File: src/rtl/core/t4t_pkg.sv
// Shared types and constants for the Type 4 Tag APDU responder.
// Holds the request and beat payload structs, command codes, status words
// and the fixed capability-container image. No dependencies.
package t4t_pkg;

    typedef struct packed {
        logic [1:0]  opcode;
        logic [5:0]  apdu_length;
        logic [7:0]  instruction;
        logic [7:0]  param_one;
        logic [7:0]  param_two;
        logic [7:0]  length_byte;
        logic [55:0] body;
        logic [8:0]  load_address;
        logic [7:0]  load_data;
    } cmd_item_t;

    typedef struct packed {
        logic [7:0] byte_zero;
        logic [7:0] byte_one;
        logic [7:0] byte_two;
        logic [7:0] byte_three;
        logic [7:0] byte_four;
        logic [7:0] byte_five;
        logic [7:0] byte_six;
        logic [7:0] byte_seven;
        logic [3:0] byte_count;
        logic       last_beat;
    } rsp_item_t;

    // Request opcodes
    localparam logic [1:0] OP_APDU    = 2'd0;
    localparam logic [1:0] OP_LOAD    = 2'd1;
    localparam logic [1:0] OP_SESSION = 2'd2;

    // Selected file codes
    localparam logic [1:0] FILE_NONE = 2'd0;
    localparam logic [1:0] FILE_CC   = 2'd1;
    localparam logic [1:0] FILE_NDEF = 2'd2;

    // Instruction bytes
    localparam logic [7:0] INS_SELECT = 8'hA4;
    localparam logic [7:0] INS_READ   = 8'hB0;
    localparam logic [7:0] INS_UPDATE = 8'hD6;

    localparam logic [7:0] P1_BY_AID = 8'h04;
    localparam logic [7:0] P1_BY_FID = 8'h00;
    localparam logic [7:0] LC_AID    = 8'd7;
    localparam logic [7:0] LC_FID    = 8'd2;

    localparam logic [55:0] NDEF_AID = 56'hD2_76_00_00_85_01_01;
    localparam logic [15:0] FID_CC   = 16'hE103;
    localparam logic [15:0] FID_NDEF = 16'hE104;

    // Status words
    localparam logic [15:0] SW_OK        = 16'h9000;
    localparam logic [15:0] SW_NOT_FOUND = 16'h6A82;
    localparam logic [15:0] SW_DENIED    = 16'h6982;

    localparam logic [16:0] CC_LEN   = 17'd15;
    localparam logic [16:0] MAX_DATA = 17'd253;
    localparam logic [7:0]  LE_FULL  = 8'd255;

    function automatic logic [7:0] cc_byte(input logic [3:0] idx);
        logic [7:0] b;
        case (idx)
            4'd0:    b = 8'h00;
            4'd1:    b = 8'h0F;
            4'd2:    b = 8'h20;
            4'd3:    b = 8'h00;
            4'd4:    b = 8'hFF;
            4'd5:    b = 8'h00;
            4'd6:    b = 8'hFF;
            4'd7:    b = 8'h04;
            4'd8:    b = 8'h06;
            4'd9:    b = 8'hE1;
            4'd10:   b = 8'h04;
            4'd11:   b = 8'h04;
            4'd12:   b = 8'h00;
            4'd13:   b = 8'h00;
            4'd14:   b = 8'hFF;
            default: b = 8'h00;
        endcase
        return b;
    endfunction

endpackage

File: src/rtl/core/type4_tag_apdu_responder_unit.sv
// Type 4 Tag APDU responder: decodes one request per item, streams the response.
// Throughput: one response byte per cycle while the receiver does not stall; a
// response of n data bytes plus the status word holds off the next request until
// it is fully packed. Load and session requests produce no response.
// Reset clears selection, length register and sequencer; the store is not cleared.
module type4_tag_apdu_responder_unit #(
    parameter int NDEF_DEPTH = 512,
    parameter int OUT_LANES  = 8
) (
    input  logic              clk,
    input  logic              rst_n,
    input  logic              cmd_valid,
    output logic              cmd_stall,
    input  t4t_pkg::cmd_item_t cmd,
    output logic              rsp_valid,
    input  logic              rsp_stall,
    output t4t_pkg::rsp_item_t rsp,
    input  logic              cfg_valid,
    output logic              cfg_ready,
    input  logic [9:0]        cfg_data
);

    import t4t_pkg::*;

    localparam int AW    = $clog2(NDEF_DEPTH);
    localparam int FLW   = $clog2(NDEF_DEPTH + 1);
    localparam int LANES = (OUT_LANES > 8) ? 8 : ((OUT_LANES < 1) ? 1 : OUT_LANES);
    localparam logic [2:0] LAST_LANE = 3'(LANES - 1);

    typedef enum logic [1:0] {
        ST_IDLE  = 2'b01,
        ST_ISSUE = 2'b10
    } seq_state_t;

    // ------------------------------------------------------------------
    // Registers
    // ------------------------------------------------------------------
    seq_state_t  state_reg, state_next;
    logic [9:0]  flen_cfg_reg, flen_cfg_next;
    logic [1:0]  sel_reg, sel_next;
    logic [7:0]  pos_reg, pos_next;
    logic [7:0]  n_reg, n_next;
    logic [15:0] sw_reg, sw_next;
    logic [AW-1:0] ptr_reg, ptr_next;
    logic        src_ndef_reg, src_ndef_next;

    // byte stage: one response byte waiting for the packer
    logic        b_valid_reg, b_valid_next;
    logic        b_last_reg, b_last_next;
    logic        b_ram_reg, b_ram_next;
    logic [7:0]  b_byte_reg, b_byte_next;

    // packer: partial beat
    logic [2:0]  pk_cnt_reg, pk_cnt_next;
    logic [7:0]  pk_reg [0:7];
    logic [7:0]  pk_next [0:7];

    // output register
    logic        out_valid_reg, out_valid_next;
    rsp_item_t   out_reg, out_next;

    // ------------------------------------------------------------------
    // Handshakes
    // ------------------------------------------------------------------
    logic busy;
    logic cmd_acc;
    logic completes, out_free, consume, issue;
    logic [7:0] cur_byte;

    logic           ram_we, ram_re;
    logic [AW-1:0]  ram_waddr;
    logic [7:0]     ram_rdata;

    // Accept a new request only once the previous response is fully packed;
    // the last beat may still wait in the output register.
    assign busy      = (state_reg == ST_ISSUE) || b_valid_reg;
    assign cmd_stall = busy;
    assign cmd_acc   = cmd_valid && !busy;
    assign cfg_ready = !busy;

    assign rsp_valid = out_valid_reg;
    assign rsp       = out_reg;

    // ------------------------------------------------------------------
    // NDEF store
    // ------------------------------------------------------------------
    assign ram_we    = cmd_acc && (cmd.opcode == OP_LOAD)
                       && (32'(cmd.load_address) < NDEF_DEPTH);
    assign ram_waddr = AW'(cmd.load_address);
    assign ram_re    = issue && src_ndef_reg && (pos_reg < n_reg);

    t4t_ram #(
        .WIDTH (8),
        .DEPTH (NDEF_DEPTH)
    ) u_store (
        .clk     (clk),
        .wr_en   (ram_we),
        .wr_addr (ram_waddr),
        .wr_data (cmd.load_data),
        .rd_en   (ram_re),
        .rd_addr (ptr_reg),
        .rd_data (ram_rdata)
    );

    // ------------------------------------------------------------------
    // Command decode (at acceptance)
    // ------------------------------------------------------------------
    logic [7:0]     lc, le;
    logic [15:0]    offset;
    logic [FLW-1:0] flen_sat;
    logic [16:0]    file_len, avail, n_full;
    logic           in_file, drop;
    logic [1:0]     dec_sel;
    logic [15:0]    dec_sw;
    logic           dec_read;
    logic [15:0]    fid;

    always_comb
    begin
        lc       = (cmd.apdu_length > 6'd4) ? cmd.length_byte : 8'd0;
        le       = (lc == 8'd0) ? LE_FULL : lc;
        offset   = {cmd.param_one, cmd.param_two};
        fid      = cmd.body[55:40];
        flen_sat = (32'(flen_cfg_reg) > NDEF_DEPTH) ? FLW'(NDEF_DEPTH) : FLW'(flen_cfg_reg);
        file_len = (sel_reg == FILE_CC) ? CC_LEN : 17'(flen_sat);
        in_file  = (file_len != 17'd0) && (17'(offset) < file_len);
        avail    = file_len - 17'(offset);
        n_full   = (17'(le) < avail) ? 17'(le) : avail;
        drop     = in_file && (n_full > MAX_DATA);

        dec_sel  = sel_reg;
        dec_sw   = SW_OK;
        dec_read = 1'b0;
        if (cmd.apdu_length < 6'd4)
        begin
            dec_sw = SW_OK;
        end
        else
        begin
            case (cmd.instruction)
                INS_SELECT:
                begin
                    if (cmd.param_one == P1_BY_AID && lc == LC_AID && cmd.body == NDEF_AID)
                    begin
                        dec_sel = FILE_NONE;
                    end
                    else if (cmd.param_one == P1_BY_FID && lc == LC_FID)
                    begin
                        if (fid == FID_CC)
                        begin
                            dec_sel = FILE_CC;
                        end
                        else if (fid == FID_NDEF)
                        begin
                            dec_sel = FILE_NDEF;
                        end
                        else
                        begin
                            dec_sw = SW_NOT_FOUND;
                        end
                    end
                end
                INS_READ:
                begin
                    if (sel_reg == FILE_CC || sel_reg == FILE_NDEF)
                    begin
                        dec_read = 1'b1;
                    end
                    else
                    begin
                        dec_sw = SW_NOT_FOUND;
                    end
                end
                INS_UPDATE: dec_sw = SW_DENIED;
                default:    dec_sw = SW_OK;
            endcase
        end
    end

    // ------------------------------------------------------------------
    // Byte sequencer, byte stage, packer and output register
    // ------------------------------------------------------------------
    assign cur_byte  = b_ram_reg ? ram_rdata : b_byte_reg;
    assign completes = b_last_reg || (pk_cnt_reg == LAST_LANE);
    assign out_free  = !out_valid_reg || !rsp_stall;
    assign consume   = b_valid_reg && (!completes || out_free);
    // Issue the next byte only when the byte stage frees up, so a RAM read
    // result is never overwritten before the packer takes it.
    assign issue     = (state_reg == ST_ISSUE) && (!b_valid_reg || consume);

    always_comb
    begin
        logic [7:0] lane [0:7];

        state_next    = state_reg;
        flen_cfg_next = flen_cfg_reg;
        sel_next      = sel_reg;
        pos_next      = pos_reg;
        n_next        = n_reg;
        sw_next       = sw_reg;
        ptr_next      = ptr_reg;
        src_ndef_next = src_ndef_reg;
        b_valid_next  = b_valid_reg;
        b_last_next   = b_last_reg;
        b_ram_next    = b_ram_reg;
        b_byte_next   = b_byte_reg;
        pk_cnt_next   = pk_cnt_reg;
        pk_next       = pk_reg;
        out_valid_next = out_valid_reg && rsp_stall;
        out_next      = out_reg;

        if (cfg_valid && cfg_ready)
        begin
            flen_cfg_next = cfg_data;
        end

        // start a request
        if (cmd_acc)
        begin
            case (cmd.opcode)
                OP_APDU:
                begin
                    sel_next = dec_sel;
                    if (!(dec_read && drop))
                    begin
                        state_next    = ST_ISSUE;
                        pos_next      = 8'd0;
                        n_next        = (dec_read && in_file) ? n_full[7:0] : 8'd0;
                        sw_next       = dec_sw;
                        ptr_next      = AW'(offset);
                        src_ndef_next = (sel_reg == FILE_NDEF);
                    end
                end
                OP_SESSION: sel_next = FILE_NONE;
                default:    sel_next = sel_reg;
            endcase
        end

        // advance the sequencer by one byte
        if (issue)
        begin
            b_valid_next = 1'b1;
            b_last_next  = 1'b0;
            b_ram_next   = 1'b0;
            pos_next     = pos_reg + 8'd1;
            if (pos_reg < n_reg)
            begin
                b_ram_next  = src_ndef_reg;
                b_byte_next = cc_byte(ptr_reg[3:0]);
                ptr_next    = ptr_reg + AW'(1);
            end
            else if (pos_reg == n_reg)
            begin
                b_byte_next = sw_reg[15:8];
            end
            else
            begin
                b_byte_next = sw_reg[7:0];
                b_last_next = 1'b1;
                state_next  = ST_IDLE;
            end
        end
        else if (consume)
        begin
            b_valid_next = 1'b0;
        end

        // pack the byte; push a finished beat to the output register
        for (int j = 0; j < 8; j++)
        begin
            if (3'(j) < pk_cnt_reg)
            begin
                lane[j] = pk_reg[j];
            end
            else if (3'(j) == pk_cnt_reg)
            begin
                lane[j] = cur_byte;
            end
            else
            begin
                lane[j] = 8'd0;
            end
        end

        if (consume)
        begin
            if (completes)
            begin
                pk_cnt_next         = 3'd0;
                out_valid_next      = 1'b1;
                out_next.byte_zero  = lane[0];
                out_next.byte_one   = lane[1];
                out_next.byte_two   = lane[2];
                out_next.byte_three = lane[3];
                out_next.byte_four  = lane[4];
                out_next.byte_five  = lane[5];
                out_next.byte_six   = lane[6];
                out_next.byte_seven = lane[7];
                out_next.byte_count = 4'(pk_cnt_reg) + 4'd1;
                out_next.last_beat  = b_last_reg;
            end
            else
            begin
                pk_next[pk_cnt_reg] = cur_byte;
                pk_cnt_next         = pk_cnt_reg + 3'd1;
            end
        end
    end

    always_ff @(posedge clk or negedge rst_n)
    begin
        if (!rst_n)
        begin
            state_reg     <= ST_IDLE;
            flen_cfg_reg  <= 10'd0;
            sel_reg       <= FILE_NONE;
            b_valid_reg   <= 1'b0;
            pk_cnt_reg    <= 3'd0;
            out_valid_reg <= 1'b0;
        end
        else
        begin
            state_reg     <= state_next;
            flen_cfg_reg  <= flen_cfg_next;
            sel_reg       <= sel_next;
            b_valid_reg   <= b_valid_next;
            pk_cnt_reg    <= pk_cnt_next;
            out_valid_reg <= out_valid_next;
        end
    end

    // payload registers: no reset
    always_ff @(posedge clk)
    begin
        pos_reg      <= pos_next;
        n_reg        <= n_next;
        sw_reg       <= sw_next;
        ptr_reg      <= ptr_next;
        src_ndef_reg <= src_ndef_next;
        b_last_reg   <= b_last_next;
        b_ram_reg    <= b_ram_next;
        b_byte_reg   <= b_byte_next;
        pk_reg       <= pk_next;
        out_reg      <= out_next;
    end

`ifndef SYNTHESIS
    // A request is taken only with the packer empty.
    a_idle_pack_empty: assert property (@(posedge clk) disable iff (!rst_n)
        cmd_valid && !cmd_stall |-> pk_cnt_reg == 3'd0)
        else $error("request accepted with a partial beat pending");

    // The sequencer never runs past the second status byte.
    a_pos_bound: assert property (@(posedge clk) disable iff (!rst_n)
        state_reg == ST_ISSUE |-> pos_reg <= n_reg + 8'd1)
        else $error("sequencer position past end of response");

    // Every beat but the last is full.
    a_full_beats: assert property (@(posedge clk) disable iff (!rst_n)
        rsp_valid && !rsp.last_beat |-> rsp.byte_count == 4'(LANES))
        else $error("short beat before end of response");

    // Beat byte count stays in range.
    a_count_range: assert property (@(posedge clk) disable iff (!rst_n)
        rsp_valid |-> rsp.byte_count != 4'd0 && rsp.byte_count <= 4'(LANES))
        else $error("beat byte count out of range");
`endif

endmodule

File: src/rtl/core/t4t_ram.sv
// Generic single-port-write, single-port-read synchronous RAM.
// Read data is registered and holds while no read is enabled. No dependencies.
module t4t_ram #(
    parameter int WIDTH = 8,
    parameter int DEPTH = 512
) (
    input  logic                     clk,
    input  logic                     wr_en,
    input  logic [$clog2(DEPTH)-1:0] wr_addr,
    input  logic [WIDTH-1:0]         wr_data,
    input  logic                     rd_en,
    input  logic [$clog2(DEPTH)-1:0] rd_addr,
    output logic [WIDTH-1:0]         rd_data
);

    logic [WIDTH-1:0] mem [0:DEPTH-1];

    always_ff @(posedge clk)
    begin
        if (wr_en)
        begin
            mem[wr_addr] <= wr_data;
        end
        if (rd_en)
        begin
            rd_data <= mem[rd_addr];
        end
    end

endmodule

File: config.mk
export PLATFORM = sky130hd
export DESIGN_NAME = type4_tag_apdu_responder_unit
export DESIGN_NICKNAME = d
export VERILOG_FILES = /design/src/rtl/core/t4t_pkg.sv /design/src/rtl/core/type4_tag_apdu_responder_unit.sv /design/src/rtl/core/t4t_ram.sv
export SDC_FILE = /design/constraint.sdc
export NUM_CORES = 2
export LEC_CHECK = 0
export BUFFER_PORTS_ARGS = -buffer_cell sky130_fd_sc_hd__clkbuf_2
export CORE_MARGIN = 4
export CORE_UTILIZATION = 43
export DETAILED_ROUTE_END_ITERATION = 12
export GPL_TIMING_DRIVEN = 0
export REMOVE_ABC_BUFFERS = 1
export SLEW_MARGIN = 20
export SYNTH_ARGS = -nofsm -noshare
export SYNTH_HDL_FRONTEND = slang
export SYNTH_MEMORY_MAX_BITS = 65536
export SYNTH_SLANG_ARGS = --single-unit
export TNS_END_PERCENT = 30
File: constraint.sdc
create_clock -name clk -period 6.5 [get_ports clk]
set_input_delay 1.3 -clock clk [delete_from_list [all_inputs] [get_ports clk]]
set_output_delay 1.3 -clock clk [all_outputs]
set_load 0.02 [all_outputs]
# [After elaboration in Yosys (flattened, before gate mapping)]
# Memory sizes are Yosys's and may differ from the RTL's. A register that Yosys moved wholly into a read port is not among the register bits.
# Cells that the tools add are included.
[totals] mem_bits_ro=128 n_memories=2 wordCells=194 mem_bits_rw=4096 regBits=204
[op_classes] magnitude_cmp=17 bitwise_logic=3 muxes=66 n_reduce_logical=41 n_eq_ne=28 add_sub_neg=5
[mem_list] memory="u_store.mem" depth=512 word_bits=8 read_ports=1 rd_ports_with_merged_regs=1 write_ports=1 line="t4t_ram.sv:16" text="logic [WIDTH-1:0] mem [0:DEPTH-1];"
[mem_list] memory="(name not given)" depth=16 word_bits=8 read_ports=1 rd_ports_with_merged_regs=1 write_ports=0 line="t4t_pkg.sv:66" text="case (idx)"
[op_table] operator="8-bit 2-to-1 mux" count=26
[op_table] operator="16-bit 2-to-1 mux" count=5
[op_table] operator="64-bit bitwise mux" count=1
[op_table] operator="56-bit == test, second input constant" count=1
[op_table] operator="16-bit case mux with 3 select lines" count=1
[op_table] operator="9-bit 2-to-1 mux" count=5
[op_table] operator="16-bit == test, second input constant" count=2
[op_table] operator="8-bit demux with 3-bit select" count=1
[op_table] operator="8-bit == test, second input constant" count=3
[op_table] operator="2-bit 2-to-1 mux" count=12
[op_table] operator="10-bit 2-to-1 mux" count=2
[op_table] operator="17-bit by 8-bit greater-than comparator with 1-bit output, second input constant" count=1
[op_table] operator="8-bit by 17-bit less-than comparator with 1-bit output" count=1
[op_table] operator="17-bit 2-to-1 mux" count=1
[op_table] operator="17-bit nonzero test" count=1
[op_table] operator="10-bit by 16-bit subtractor with 17-bit output" count=1
[op_table] operator="8-bit by 3-bit == test with 1-bit output, second input constant" count=2
[op_table] operator="1-bit logical AND" count=16
[op_table] operator="8-bit logical NOT" count=2
[op_table] operator="16-bit by 10-bit less-than comparator with 1-bit output" count=1
[op_table] operator="3-bit == test, first input constant" count=4
[op_table] operator="3-bit less-than comparator, first input constant" count=4
[op_table] operator="10-bit greater-than comparator, second input constant" count=1
[op_table] operator="1-bit 2-to-1 mux" count=10
[op_table] operator="34 further kinds" count=56

# [Depth between registers and ports, before layout]
[logic_depth] depth_word=15 mapped_depth=23 ltp_nobuf=21

# [By module]
# A second synthesis with hierarchy kept.
[unflattened] hier_cells=8834 area_unflattened_um2=169236.1
[by_module_without_submodules] module="t4t_ram" seq_area_each_um2=123238.2 instances=1 cells_per_inst=8030 area_each_um2=160007.2
[by_module_without_submodules] module="type4_tag_apdu_responder_unit" seq_area_each_um2=5481.5 instances=1 cells_per_inst=804 area_each_um2=9228.9

# [Worst setup path after synthesis]
# Ideal clock, no wire load.
[synth_timing] path_type="input -> register" start="input port cmd[80] (netlist bit)" end="register (tool-made name)" setup_slack_ps=1438 setup_time_ps=125 path_buffers=0 stages=16 arrival_time_ps=4937 path_cell_list="or4_1 -> or4_4 -> o21ai_4 -> a21o_1 -> ha_1 -> a21oi_1 -> o21ai_0 -> nand4bb_1 -> a311oi_1 -> nor2_2 -> and3_4 -> or3b_2 -> and3_1 -> inv_1 -> maj3_2 -> a211oi_2"
[synth_lines] element="from (decl)" line="type4_tag_apdu_responder_unit.sv:14" text="input t4t_pkg::cmd_item_t cmd,"

==> metrics.yaml <==
layout:
  drive_gt1_share_pct: 29.9
  final_common_cell: "edfxtp_1"
  fin_cells: 13200
  area_growth_syn_to_layout_pct: 14.3
  layout_common_cells: "4260 x edfxtp_1, 1360 x mux4_2, 565 x nor2_1"
  nNetsFinal: 7847
  largest_reg_flops: 4096
  design_area_mm2: 0.191
  utilization_pct: 49.4
synth:
  synth_cell_type_count: 77
  ys_warn_count: 0
  syn_area_per_cell_um2: 22.9
  postSynth.asyncResetShare_pct: 0.442
  netlist_area_mm2: 0.167
  yosys_register_bits: 4295
  yosys_most_used_dff: "edfxtp_1"
  synth_edf_count: 4260
  synth_cells: 7294
  yosysSeqAreaShare_pct: 77.0
sta:
  clock.fmax_mhz: 163
  post-route-min-period_ns: 6.15
  hold_viol_final: 0
  tightestPinTransition_ns: 1.07
  clock_skew_ns: 0.0305
  rsz0062_at_grt: "no"
  slew_headroom_pct: 28.1
  period_share_pct: 94.6
  final-setup-viol-count: 0
  final-max-slew-violation-count: 0
cts:
  h-tree-depth: 5
  clock-sinks: 4295
  clock_latency_ns: 0.96
  cts_tree: "done"
  clk_pin_slew_worst_paths_ns: 0.06
  cts_made_buffers: 437
  root_buffer: "clkbuf_16"
  cts_hold_buf: 0
  clock_path_buffers: 4
die:
  dieArea_mm2: 0.399
  dieWidth_um: 631
  io_pins: 200
  core_region_area_mm2: 0.387
  die_h_um: 631
  start_util_pct: 43.2
  std_cell_rows: 228
critical_path:
  critical_path_buf_inv_count: 8
  crit_chain: "buf_12, buf_16, buf_12, buf_16, buf_16, buf_16, buf_16, buf_16, mux4_2, mux4_2, mux4_2, mux4_2, nand2_1, nand2_1"
  reg2reg_setup_slack_ns: 0.35
  reg2regPathDepth: 14
  cp_max_fo: 46
  crit_type: "reg2reg"
  endpoint_kind: "flop"
  cp-start-kind: "flop"
  timing.rr.start: "ptr_reg[1]$_DFF_P_"
  cp.arrival_ns: 6.77
  max_stage_delay_ns: 0.75
  cp_top_family: "buffers and inverters"
  cp.required_ns: 7.13
  slowest_stage: "dfxtp_4"
  reg2reg_to: "u_store.rd_data[5]$_DFFE_PP_"
  crit_path_frequent_cell: "buf_16"
drt:
  dr.pass1.iters: 6
  ant_nets: 0
  initialDrtViolationCount: 9125
  wl_mm: 399
  vias: 77200
  drcViolationCount: 0
  routedWlPerCell_um: 30.2
  via_per_inst: 5.84
power:
  seqPwrFrac_pct: 41.3
  clockPowerShare_pct: 31.5
  pwr_density_cell_mw_per_mm2: 397
  power_mw: 75.8
  p_switching_mw: 21.5
  cell_internal_pwr_mw: 54.3
  switching_share_pct: 28.4
  ir_worst_vdd_mv: 0.286
  p_leak_nw: 59.3
  power_frac_comb_pct: 27.2
job:
  max_cap_viol_count: 0
placed_design:
  globalplace.congestion: 0.841
  placed_cell_area_mm2: 0.177
  numPortBuffers: 199
  dp_hpwl_mm: 249
  dp_cells: 12400
global_routing:
  grt_max_degree: 121
  overflow: 0
  grt_pass1_vias: 78300
  grt_pass1_wl_mm: 577
  antenna_found_initial: 37
  track_usage_pct: 19.8
outcome:
  status: "completed"
min_path:
  hold_class: "in2async"
[synthesized netlist by cell type (all sizes together), types with 3 or more instances]
| library cell | instances | area [um^2] |
|---|---|---|
| o221a | 3 | 42.5 |
| nor2b | 13 | 81.3 |
| buf | 145 | 617 |
| nor2 | 570 | 2140 |
| ha | 33 | 413 |
| mux2 | 20 | 225 |
| nand3 | 39 | 195 |
| o31ai | 3 | 22.5 |
| or2 | 5 | 31.3 |
| o31a | 3 | 26.3 |
| or3 | 4 | 25.0 |
| o21a | 3 | 22.5 |
| o22ai | 4 | 25.0 |
| nor3b | 9 | 67.6 |
| nand2 | 188 | 708 |
| a21oi | 23 | 115 |
| o211ai | 4 | 35.0 |
| nand2b | 5 | 31.3 |
| dfrtp | 18 | 450 |
| nor4b | 3 | 26.3 |
| and2 | 25 | 156 |
| a22o | 9 | 78.8 |
| edfxtp | 4260 | 128000 |
| clkbuf | 272 | 1020 |
| xor2 | 8 | 70.1 |
| nor4 | 13 | 81.3 |
| a21o | 15 | 113 |
| mux4 | 1360 | 30600 |
| and3 | 16 | 105 |
| a311oi | 11 | 96.3 |
| nor3 | 16 | 80.1 |
| dfxtp | 16 | 320 |
| nand4 | 13 | 81.3 |
| mux2i | 4 | 40.0 |
| a21boi | 16 | 120 |
| a221oi | 3 | 26.3 |
| or4b | 4 | 40.0 |
| o21ai | 57 | 300 |
| inv | 41 | 154 |
| or4 | 6 | 48.8 |
[what timing repair did]
action,in CTS,in global routing
gates cloned,0,0
gates resized for setup,0,0
endpoints found under the setup margin,1,8
buffers inserted,1,4
[power by group through the flow]
stage / registers [mW] / clock network [mW] / logic [mW]
final: 31.4 / 23.9 / 20.6
after global routing: 31.4 / 25.5 / 21.7
after CTS: 31.4 / 24.3 / 20.9
after detailed placement: 32.0 / 0 / 20.8
after global placement: 33.3 / 0 / 11.9
after floorplan: 32.8 / 0 / 11.1
[final cells by class]
class / count / area, um^2
tap: 5175 / 6470
sequential: 4295 / 129000
clock inverter: 251 / 1960
timing repair buffer: 369 / 5210
fill: 30300 / 196000
antenna: 12 / 30.0
multi-input combinational: 2541 / 36800
inverter: 41 / 154
clock buffer: 545 / 11600
[logic make-up (layout without fill, tap and decap cells)]
| family | count (synthesis) | after routing | synth area share (%) |
|---|---|---|---|
| and+or+nand+nor | 939 | 939 | 2.39 |
| buffers and inverters | 458 | 1206 | 1.07 |
| xor gates and xnor gates | 10 | 10 | 0.0524 |
| AOI/OAI and AO/OA | 173 | 173 | 0.716 |
| muxes | 1384 | 1384 | 18.5 |
| other | 0 | 12 | 0 |
| DFF | 4295 | 4295 | 77.0 |
| adders and majority gates | 35 | 35 | 0.266 |
[worst max-delay path by stage]
stage | end | startpoint | cells past startpoint | slack, ns
2_1_floorplan | u_store.rd_data[7]$_DFFE_PP_ | ptr_reg[0]$_DFF_P_ | 5 | -37.89
3_3_place_gp | u_store.rd_data[6]$_DFFE_PP_ | ptr_reg[0]$_DFF_P_ | 6 | -60.04
3_5_place_dp | u_store.rd_data[7]$_DFFE_PP_ | ptr_reg[0]$_DFF_P_ | 13 | 0.01
4_1_cts | u_store.rd_data[7]$_DFFE_PP_ | ptr_reg[0]$_DFF_P_ | 13 | 0.15
5_1_grt | ptr_reg[8]$_DFF_P_ | sel_reg[1]$_DFFE_PN0P_ | 19 | 0.14
6_report | u_store.rd_data[5]$_DFFE_PP_ | ptr_reg[1]$_DFF_P_ | 14 | 0.35
[through the flow]
stage | hold slack, ns | worst slack (ns) | TNS, ns
2_1_floorplan | 0.427 | -37.89 | -897.04
3_3_place_gp | 0.467 | -60.04 | -
3_5_place_dp | 0.465 | 0.0103 | 0
4_1_cts | 0.276 | 0.146 | 0
5_1_grt | 0.341 | 0.137 | 0
6_report | 0.343 | 0.353 | 0
[per-layer routing]
layer / vias up / wire length [um] / global-route usage (%)
met2: 3028 / 194000 / 31.7
met3: 545 / 28200 / 3.21
li1: 31800 / - / -
met1: 41800 / 168000 / 29.0
met4: 12 / 8510 / 4.43
met5: - / 87 / 0
[worst register-to-register path: cells and delay by family (launching register included)]
family                 cells  cell delay (ns)
buffers and inverters      8             2.46
flip-flops                 1             0.75
AND/OR/NAND/NOR            2             0.31
multiplexers               4             2.32
Note: power is estimated with default switching activity, not from simulation.
